[src/rtl/assert_macros.svh]
// ----------------------------------------------------------------------------
// Assertion macros
// Shared concurrent assertion wrappers for the RTT estimator RTL.
// ----------------------------------------------------------------------------
`ifndef ASSERT_MACROS_SVH
`define ASSERT_MACROS_SVH

// Check a property on every rising edge outside of reset.
`define RTTE_ASSERT(lbl, clk, rst, prop, msg) \
  lbl: assert property (@(posedge clk) disable iff (rst) prop) else $error(msg);

// Check a property on every rising edge, reset included.
`define RTTE_ASSERT_ALWAYS(lbl, clk, prop, msg) \
  lbl: assert property (@(posedge clk) prop) else $error(msg);

`endif

[src/rtl/rtte_pkg.sv]
// ----------------------------------------------------------------------------
// RTT estimator package
// Widths, reset values, command codes and register indexes of the
// retransmit timeout estimator.
// ----------------------------------------------------------------------------
package rtte_pkg;

  // Sample width used by the estimators
  localparam int SAMPLE_BITS = 32;
  localparam int SRTT_W      = SAMPLE_BITS + 4;
  localparam int DEV_W       = SAMPLE_BITS + 3;
  // Working width: holds a saturating sum and a doubled 32-bit timeout
  localparam int WIDE_W      = (SAMPLE_BITS + 5 > 33) ? SAMPLE_BITS + 5 : 33;

  localparam logic [WIDE_W-1:0] SAMPLE_MAX_W =
    WIDE_W'((64'd1 << SAMPLE_BITS) - 64'd1);
  localparam logic [WIDE_W-1:0] SRTT_MAX_W =
    WIDE_W'((64'd1 << SRTT_W) - 64'd1);
  localparam logic [WIDE_W-1:0] DEV_MAX_W =
    WIDE_W'((64'd1 << DEV_W) - 64'd1);

  // Reset and restart values
  localparam logic [DEV_W-1:0]  DEV_RESET     = DEV_W'(750000);
  localparam logic [WIDE_W-1:0] RESTART_RTO_W = WIDE_W'(3000000);
  localparam logic [31:0]       RTO_MIN_RESET = 32'd1000000;
  localparam logic [31:0]       RTO_MAX_RESET = 32'd3000000;
  // Restart timeout clamped by the reset bounds
  localparam logic [31:0]       TIMEOUT_RESET = 32'd3000000;

  // Microseconds to seconds: x / 1000000 = (x >> 6) / 15625, done as a
  // multiply by ceil(2^40 / 15625), exact for any 26-bit operand
  localparam int           SEC_PRE_SHIFT = 6;
  localparam int           SEC_OP_W      = 32 - SEC_PRE_SHIFT;
  localparam int           SEC_MUL_W     = 27;
  localparam int           SEC_SHIFT     = 40;
  localparam int           SEC_PROD_W    = SEC_OP_W + SEC_MUL_W;
  localparam logic [SEC_MUL_W-1:0] SEC_MUL = 27'd70368745;
  localparam int           SEC_W         = 13;

  // Command codes
  typedef enum logic [1:0] {
    CMD_MEASURE = 2'd0,
    CMD_BACKOFF = 2'd1,
    CMD_RESTART = 2'd2,
    CMD_NONE    = 2'd3
  } cmd_t;

  // Register indexes (byte address bit 2)
  localparam logic REG_RTO_MIN = 1'b0;
  localparam logic REG_RTO_MAX = 1'b1;

  localparam int PADDR_W = 3;
  localparam int TDATA_IN_W  = 32;
  localparam int TUSER_IN_W  = 8;
  localparam int TDATA_OUT_W = 80;

endpackage

[src/rtl/rtt_retransmit_timeout_estimator.sv]
// ----------------------------------------------------------------------------
// RTT retransmit timeout estimator
// Smoothed RTT / mean deviation tracker that produces a clamped timeout.
// ----------------------------------------------------------------------------
// Usage:
//   Input stream (s_*): one transfer per event. s_tuser carries the command
//   (measure, timeout backoff, restart); s_tdata carries the measured round
//   trip in microseconds, used only by a measure.
//   Output stream (m_*): one transfer per input transfer, in order, with the
//   clamped timeout in microseconds, the same timeout in whole seconds and
//   the last measured sample.
//   APB port: register 0 (address 0x0) is the lower timeout bound, register
//   1 (address 0x4) the upper bound. Write them only while the block is idle.
// Timing:
//   Three register stages: input register, estimator update (state and
//   clamp together in stage B), seconds conversion (one multiply). One
//   transfer is taken per cycle while the output is not stalled; the
//   estimator update within stage B lets dependent events follow each other
//   back to back.
// Reset: bounds return to 1 s and 3 s, estimators to zero and 750000, the
//   timeout to 3 s, and the pipeline empties.
// Stall: when m_tready is low, the stages fill up and s_tready falls once all
//   three hold an item; nothing is dropped.
// ----------------------------------------------------------------------------
`include "assert_macros.svh"

module rtt_retransmit_timeout_estimator
  import rtte_pkg::*;
(
  input  logic                   clk,
  input  logic                   rst,
  // Input stream
  input  logic                   s_tvalid,
  output logic                   s_tready,
  input  logic [TDATA_IN_W-1:0]  s_tdata,   // [31:0] measured_us
  input  logic [TUSER_IN_W-1:0]  s_tuser,   // [1:0] cmd, [7:2] zero
  // Output stream
  output logic                   m_tvalid,
  input  logic                   m_tready,
  output logic [TDATA_OUT_W-1:0] m_tdata,   // [31:0] rto_us, [44:32] rto_seconds,
                                            // [76:45] last_rtt_us, [79:77] zero
  // APB configuration port
  input  logic                   psel,
  input  logic                   penable,
  input  logic                   pwrite,
  input  logic [PADDR_W-1:0]     paddr,
  input  logic [31:0]            pwdata,
  output logic [31:0]            prdata,
  output logic                   pready
);

  // Configuration
  logic [31:0] rto_min;
  logic [31:0] rto_max;
  logic        cfg_write;

  // Pipeline stages
  logic        a_valid;
  cmd_t        a_cmd;
  logic [31:0] a_meas;
  logic        b_valid;
  logic        c_valid;
  logic [31:0] c_rto;
  logic [SEC_W-1:0] c_sec;
  logic [31:0] c_last;
  logic        en_a;
  logic        en_b;
  logic        en_c;
  logic        load_b;
  logic        load_c;

  // Estimator state
  logic [SRTT_W-1:0] srtt;
  logic [DEV_W-1:0]  dev;
  logic [31:0]       timeout;
  logic [31:0]       last_sample;

  logic [SRTT_W-1:0] srtt_next;
  logic [DEV_W-1:0]  dev_next;
  logic [31:0]       timeout_next;
  logic [31:0]       last_sample_next;

  // Update datapath
  logic [WIDE_W-1:0] meas_w;
  logic [WIDE_W-1:0] samp;
  logic [WIDE_W-1:0] srtt_w;
  logic [WIDE_W-1:0] dev_w;
  logic [WIDE_W-1:0] avg;
  logic [WIDE_W-1:0] quarter;
  logic              samp_ge;
  logic [WIDE_W-1:0] err;
  logic [WIDE_W-1:0] srtt_sum;
  logic [WIDE_W-1:0] srtt_upd;
  logic [WIDE_W-1:0] dev_sum;
  logic [WIDE_W-1:0] dev_upd;
  logic [WIDE_W-1:0] est_rto;
  logic [WIDE_W-1:0] clamp_in;
  logic [31:0]       clamp_out;

  // Seconds conversion
  logic [SEC_PROD_W-1:0] sec_prod;

  // When the bounds cross, a value below the lower bound gets the lower bound and any other value the upper
  function automatic logic [31:0] clamp_rto(input logic [WIDE_W-1:0] v,
                                            input logic [31:0] lo,
                                            input logic [31:0] hi);
    logic [31:0] r;
    if (v < WIDE_W'(lo)) begin
      r = lo;
    end else if (v > WIDE_W'(hi)) begin
      r = hi;
    end else begin
      r = v[31:0];
    end
    return r;
  endfunction

  // --------------------------------------------------------------------------
  // APB register file
  // --------------------------------------------------------------------------
  assign pready    = 1'b1;
  assign cfg_write = psel && penable && pwrite && pready;

  always_ff @(posedge clk) begin
    if (rst) begin
      rto_min <= RTO_MIN_RESET;
      rto_max <= RTO_MAX_RESET;
    end else if (cfg_write) begin
      unique case (paddr[2])
        REG_RTO_MIN: rto_min <= pwdata;
        REG_RTO_MAX: rto_max <= pwdata;
        default:     ;
      endcase
    end
  end

  always_comb begin
    unique case (paddr[2])
      REG_RTO_MIN: prdata = rto_min;
      REG_RTO_MAX: prdata = rto_max;
      default:     prdata = '0;
    endcase
  end

  // --------------------------------------------------------------------------
  // Stage enables: a stage advances when empty or when the next one advances
  // --------------------------------------------------------------------------
  assign en_c     = !c_valid || m_tready;
  assign en_b     = !b_valid || en_c;
  assign en_a     = !a_valid || en_b;
  assign s_tready = en_a;
  assign load_b   = en_b && a_valid;
  assign load_c   = en_c && b_valid;

  // Input register
  always_ff @(posedge clk) begin
    if (rst) begin
      a_valid <= 1'b0;
    end else if (en_a) begin
      a_valid <= s_tvalid;
    end
  end

  always_ff @(posedge clk) begin
    if (en_a && s_tvalid) begin
      a_cmd  <= cmd_t'(s_tuser[1:0]);
      a_meas <= s_tdata[31:0];
    end
  end

  // --------------------------------------------------------------------------
  // Estimator update
  // --------------------------------------------------------------------------
  always_comb begin
    // Saturate the sample to the estimator width
    meas_w  = WIDE_W'(a_meas);
    samp    = (meas_w > SAMPLE_MAX_W) ? SAMPLE_MAX_W : meas_w;
    srtt_w  = WIDE_W'(srtt);
    dev_w   = WIDE_W'(dev);
    avg     = srtt_w >> 3;
    quarter = dev_w >> 2;

    // Smoothed RTT: gain 1/8, saturating upward
    samp_ge  = samp >= avg;
    err      = samp_ge ? (samp - avg) : (avg - samp);
    srtt_sum = srtt_w + err;
    if (samp_ge) begin
      srtt_upd = (srtt_sum > SRTT_MAX_W) ? SRTT_MAX_W : srtt_sum;
    end else begin
      srtt_upd = srtt_w - err;
    end

    // Mean deviation: gain 1/4, saturating upward
    dev_sum = dev_w + err - quarter;
    if (err >= quarter) begin
      dev_upd = (dev_sum > DEV_MAX_W) ? DEV_MAX_W : dev_sum;
    end else begin
      dev_upd = dev_w - (quarter - err);
    end

    est_rto = (srtt_upd >> 3) + dev_upd;
  end

  // Select the unclamped timeout and the next state per command
  always_comb begin
    srtt_next        = srtt;
    dev_next         = dev;
    last_sample_next = last_sample;
    clamp_in         = WIDE_W'(timeout);
    case (a_cmd)
      CMD_MEASURE: begin
        srtt_next        = srtt_upd[SRTT_W-1:0];
        dev_next         = dev_upd[DEV_W-1:0];
        last_sample_next = a_meas;
        clamp_in         = est_rto;
      end
      CMD_BACKOFF: begin
        clamp_in = WIDE_W'(timeout) << 1;
      end
      CMD_RESTART: begin
        srtt_next        = '0;
        dev_next         = DEV_RESET;
        last_sample_next = '0;
        clamp_in         = RESTART_RTO_W;
      end
      default: ;
    endcase
    clamp_out    = clamp_rto(clamp_in, rto_min, rto_max);
    // An unused command leaves the timeout untouched
    timeout_next = (a_cmd == CMD_NONE) ? timeout : clamp_out;
  end

  // State doubles as the stage B result
  always_ff @(posedge clk) begin
    if (rst) begin
      b_valid     <= 1'b0;
      srtt        <= '0;
      dev         <= DEV_RESET;
      timeout     <= TIMEOUT_RESET;
      last_sample <= '0;
    end else begin
      if (en_b) begin
        b_valid <= a_valid;
      end
      if (load_b) begin
        srtt        <= srtt_next;
        dev         <= dev_next;
        timeout     <= timeout_next;
        last_sample <= last_sample_next;
      end
    end
  end

  // --------------------------------------------------------------------------
  // Seconds conversion and output register
  // --------------------------------------------------------------------------
  assign sec_prod = SEC_PROD_W'(timeout[31:SEC_PRE_SHIFT]) * SEC_PROD_W'(SEC_MUL);

  always_ff @(posedge clk) begin
    if (rst) begin
      c_valid <= 1'b0;
    end else if (en_c) begin
      c_valid <= b_valid;
    end
  end

  always_ff @(posedge clk) begin
    if (load_c) begin
      c_rto  <= timeout;
      c_sec  <= sec_prod[SEC_SHIFT +: SEC_W];
      c_last <= last_sample;
    end
  end

  assign m_tvalid = c_valid;
  assign m_tdata  = {3'b000, c_last, c_sec, c_rto};

  // --------------------------------------------------------------------------
  // Assertions
  // --------------------------------------------------------------------------
  // An unused command keeps the old timeout, which may sit outside new bounds
  `RTTE_ASSERT(a_clamp_bounds, clk, rst,
    (load_b && a_cmd != CMD_NONE) |=> ($past(rto_min) > $past(rto_max)) ||
               (timeout >= $past(rto_min) && timeout <= $past(rto_max)),
    "timeout outside configured bounds")

  `RTTE_ASSERT(a_restart_state, clk, rst,
    (load_b && a_cmd == CMD_RESTART) |=>
      (srtt == '0 && dev == DEV_RESET && last_sample == '0),
    "restart did not reload estimators")

  `RTTE_ASSERT(a_stall_full, clk, rst,
    !s_tready |-> (a_valid && b_valid && c_valid),
    "input stalled with an empty stage")

  `RTTE_ASSERT(a_out_capture, clk, rst,
    load_c |=> (c_rto == $past(timeout) && c_last == $past(last_sample)),
    "output register did not capture stage B")

endmodule
[config.mk]
export PLATFORM = sky130hd
export DESIGN_NAME = rtt_retransmit_timeout_estimator
export DESIGN_NICKNAME = d
export VERILOG_FILES = /design/src/rtl/rtte_pkg.sv /design/src/rtl/rtt_retransmit_timeout_estimator.sv
export VERILOG_INCLUDE_DIRS = /design/src /design/src/rtl
export SDC_FILE = /design/constraint.sdc
export NUM_CORES = 2
export LEC_CHECK = 0
export BUFFER_PORTS_ARGS = -buffer_cell sky130_fd_sc_hd__buf_2
export CORE_ASPECT_RATIO = 1.2
export CORE_UTILIZATION = 49
export CTS_CLUSTER_SIZE = 24
export DETAILED_ROUTE_END_ITERATION = 7
export GPL_ROUTABILITY_DRIVEN = 0
export PLACE_DENSITY = 0.72
export SLEW_MARGIN = 10
export SYNTH_ARGS = -nofsm -noshare
export SYNTH_HDL_FRONTEND = slang
export SYNTH_SLANG_ARGS = --single-unit
[constraint.sdc]
create_clock -name clk -period 13.3 [get_ports clk]
set_input_delay 1.33 -clock clk [delete_from_list [all_inputs] [get_ports clk]]
set_output_delay 1.33 -clock clk [all_outputs]
set_load 0.1 [all_outputs]
==> flow_summary_export.csv <==
group,metric,value,unit
yosys,syn-cell-area,36150,um2
finish,multi_input_comb_area,25810,um2
yosys,netlist.area_leader.share,0.1942,
finish,ff_latch_area,7377,um2
min_path,hold_path_startpoint,"last_sample[22]",
route,postRouteAntennaNets,0,
yosys,synth_top_flop_cell,"dfxtp_1",
sta,slew_viol_final,0,
yosys,synth_area_leaders,"ha_1 19%, fa_1 16%, dfxtp_1 11%",
global_route,grt_pass1_wl,167.3,mm
finish,synthToLayoutAreaGrowth,10.08,%
global_route,grt_antenna_before_repair,1,
route,drt-total-wl,107.0,mm
clocking,cts-buffers-inserted,39,
sta,slew_headroom,0.1071,
global_route,grt.overflow.total,0,
clocking,cts_resized,0,
yosys,ys_async_sr_fraction,0,
worst_setup_path,required,13760,ps
outcome,status,"completed",
placed_design,io_buffers,184,
sta,hold_viol,0,
clocking,cts.hold.buffers_added,0,
yosys,synth_edf_count,111,
clocking,clk_latency,630,ps
yosys,yosysSeqAreaShare,0.2041,
sta,rsz0062_at_grt,"no",
worst_setup_path,rr_startpoint,"srtt[10]",
clocking,clk_pin_slew_worst_paths,70,ps
worst_setup_path,worst_setup_path_end_kind,"flip-flop",
finish,drive_gt1_frac,0.09437,
yosys,ys_warn_count,0,
route,initialDrtViolationCount,2170,
finish,n_fill_cell,6691,
floorplan,coreArea,72700,um2
sta,min_period_over_period,0.9601,
clocking,clock_path_buffers,3,
yosys,ys_ff_latch,313,
route,first_pass_iters,5,
worst_setup_path,cp_common_cell,"ha_1",
clocking,htreeDepth,2,
clocking,cts_tree,"done",
route,avgRoutedWirePerCell,20.22,um
worst_setup_path,critPathKind,"flip-flop to flip-flop",
worst_setup_path,crit_path_start_kind,"flip-flop",
sta,finalSetupViolCount,0,
yosys,synth_area_leader_cell,"ha_1",
worst_setup_path,max_stage_delay,500,ps
sta,finalCriticalPeriod,12770,ps
route,viasPerCell,5.844,
floorplan,fp-row-count,108,
worst_setup_path,cp-startpoint,"srtt[10]",
global_route,grt_max_degree,81,
run,max_cap_violations,0,
yosys,yosysUniqueCellTypes,87,
yosys,postSynthAreaPerCell,8.669,um2
route,num_vias,30930,
global_route,track_usage,0.2849,
sta,max_clock_freq,78.31,MHz
yosys,syn_inst,4170,
sta,worst_slew_pin_slew,1306,ps
floorplan,dieArea,74870,um2
worst_setup_path,slowest_stage,"a211oi_1",
route,post-route-drc-count,0,
min_path,hp-class,"flip-flop to flip-flop",
clocking,clkSinkCount,313,
placed_design,hpwl,85.03,mm
finish,layout.nets,5249,
worst_setup_path,crit_arrival,13230,ps
floorplan,die_y,299.5,um
clocking,clock-root-buffer,"clkbuf_16",
floorplan,start_util,0.4972,
floorplan,fp.dieW,249.9,um
clocking,post_cts_buffers,0,
worst_setup_path,worstPathMaxFanout,16,
floorplan,io_pins,197,
sta,fin_skew,59.81,ps
sta,tns,0,ps
global_route,grt_pass1_vias,30740,
-- per-stage QoR --
stage | std cells | hold WS (ps) | instance area, um2 | setup WS (ps) | util
floorplan | 4172 | 408.6 | 36160 | 2044 | -
global placement | 5218 | 414.4 | 38330 | 646.0 | 0.5273
detailed placement | 5218 | 417.6 | 38330 | 426.8 | 0.5273
CTS | 5290 | 433.4 | 39720 | 316.8 | 0.5464
global route | 5291 | 439.6 | 39790 | 33.27 | 0.5473
finish | 5292 | 427.9 | 39790 | 530.6 | 0.5473
-- flip-flops by register name, summed over array words and instances (netlist names) --
| signal | count |
|---|---|
| a_cmd | 2 |
| srtt | 36 |
| c_sec | 13 |
| c_last | 32 |
| a_meas | 32 |
| timeout | 32 |
| rto_min | 32 |
| rto_max | 32 |
| c_rto | 32 |
| m_tvalid | 1 |
| a_valid | 1 |
| last_sample | 32 |
| b_valid | 1 |
| dev | 35 |
-- metal layers --
metal  part of all wire  routed length, um  global-route usage
met1               0.39              41520              0.3396
met2               0.48              51190              0.4937
met3              0.070               7486             0.04081
met4              0.064               6799              0.1572
met5                  0                  0                   0
-- worst max-delay path: cells and delay by family (launching register included) --
kind | cells | cell delay [ps]
simple gates | 12 | 2570
fa+ha+maj | 5 | 1770
buf+inv | 6 | 1240
xor+xnor | 3 | 760
flops | 1 | 410
mux | 2 | 430
compound gates | 22 | 5400
-- layout by cell type, fill, tap and decap left out, types with 26 or more instances in the layout --
cell type	instances
a211oi_1	34
a21o_1	117
a21oi_1	376
a22o_1	27
a22oi_1	31
buf_2	183
buf_4	87
clkbuf_16	40
dfxtp_1	202
edfxtp_1	111
fa_1	282
ha_1	561
inv_1	643
mux2i_1	46
nand2_1	306
nand2b_1	31
nand3_1	57
nand4_1	39
nor2_1	280
nor2b_1	41
nor3_1	69
o21a_1	26
o21ai_0	186
o21bai_1	57
xnor2_1	67
xor2_1	50
-- cells in the mapped netlist (12+ instances only) --
cell type,instances
inv_1,643
ha_1,561
a21oi_1,376
nand2_1,307
nor2_1,285
fa_1,282
dfxtp_1,202
o21ai_0,188
clkbuf_1,125
a21o_1,117
edfxtp_1,111
nor3_1,70
xnor2_1,70
nand3_1,57
o21bai_1,57
xor2_1,50
mux2i_1,46
nor2b_1,42
nand4_1,39
a211oi_1,35
a22oi_1,31
nand2b_1,31
a22o_1,27
o21a_1,26
a211o_1,24
a31oi_1,24
o31ai_1,21
and3_1,20
or2_2,20
o221ai_1,19
o22ai_1,17
or3_1,15
o211ai_1,14
buf_2,13
buf_1,12
-- area by class of cell --
type	instances	area share
Clock inverter	27	0.008741
Sequential cell	313	0.1854
Timing Repair Buffer	273	0.04072
Clock buffer	45	0.02613
Multi-Input combinational cell	3053	0.6486
Antenna cell	2	0.0001258
Tap cell	935	0.02940
Inverter	644	0.06087
-- path summary, 6_finish.rpt --
| path | end | slack (ps) | depth (start not counted) |
|---|---|---|---|
| worst min-delay path | c_last[22] | 430 | 0 |
| worst min register to register | c_last[22] | 430 | 0 |
| worst max-delay path | timeout[7] | 530 | 50 |
| worst max register to register | timeout[7] | 530 | 50 |
-- logic make-up (layout without fill, tap and decap cells) --
group | count (synthesis) | after routing | synth area share
XOR/XNOR | 120 | 120 | 0.02907
AND/OR/NAND/NOR | 931 | 931 | 0.1175
multiplexers | 49 | 49 | 0.01398
AO/OA/AOI/OAI | 1106 | 1106 | 0.1991
buffers and inverters | 806 | 989 | 0.08567
adder cells (fa/ha/maj) | 843 | 843 | 0.3504
flip-flops | 313 | 313 | 0.2041
other | 2 | 6 | 0.0002078
Power is left out: the tool's default activity adds up to more than one toggle a clock period on the data nets, which glitch-free logic cannot reach.
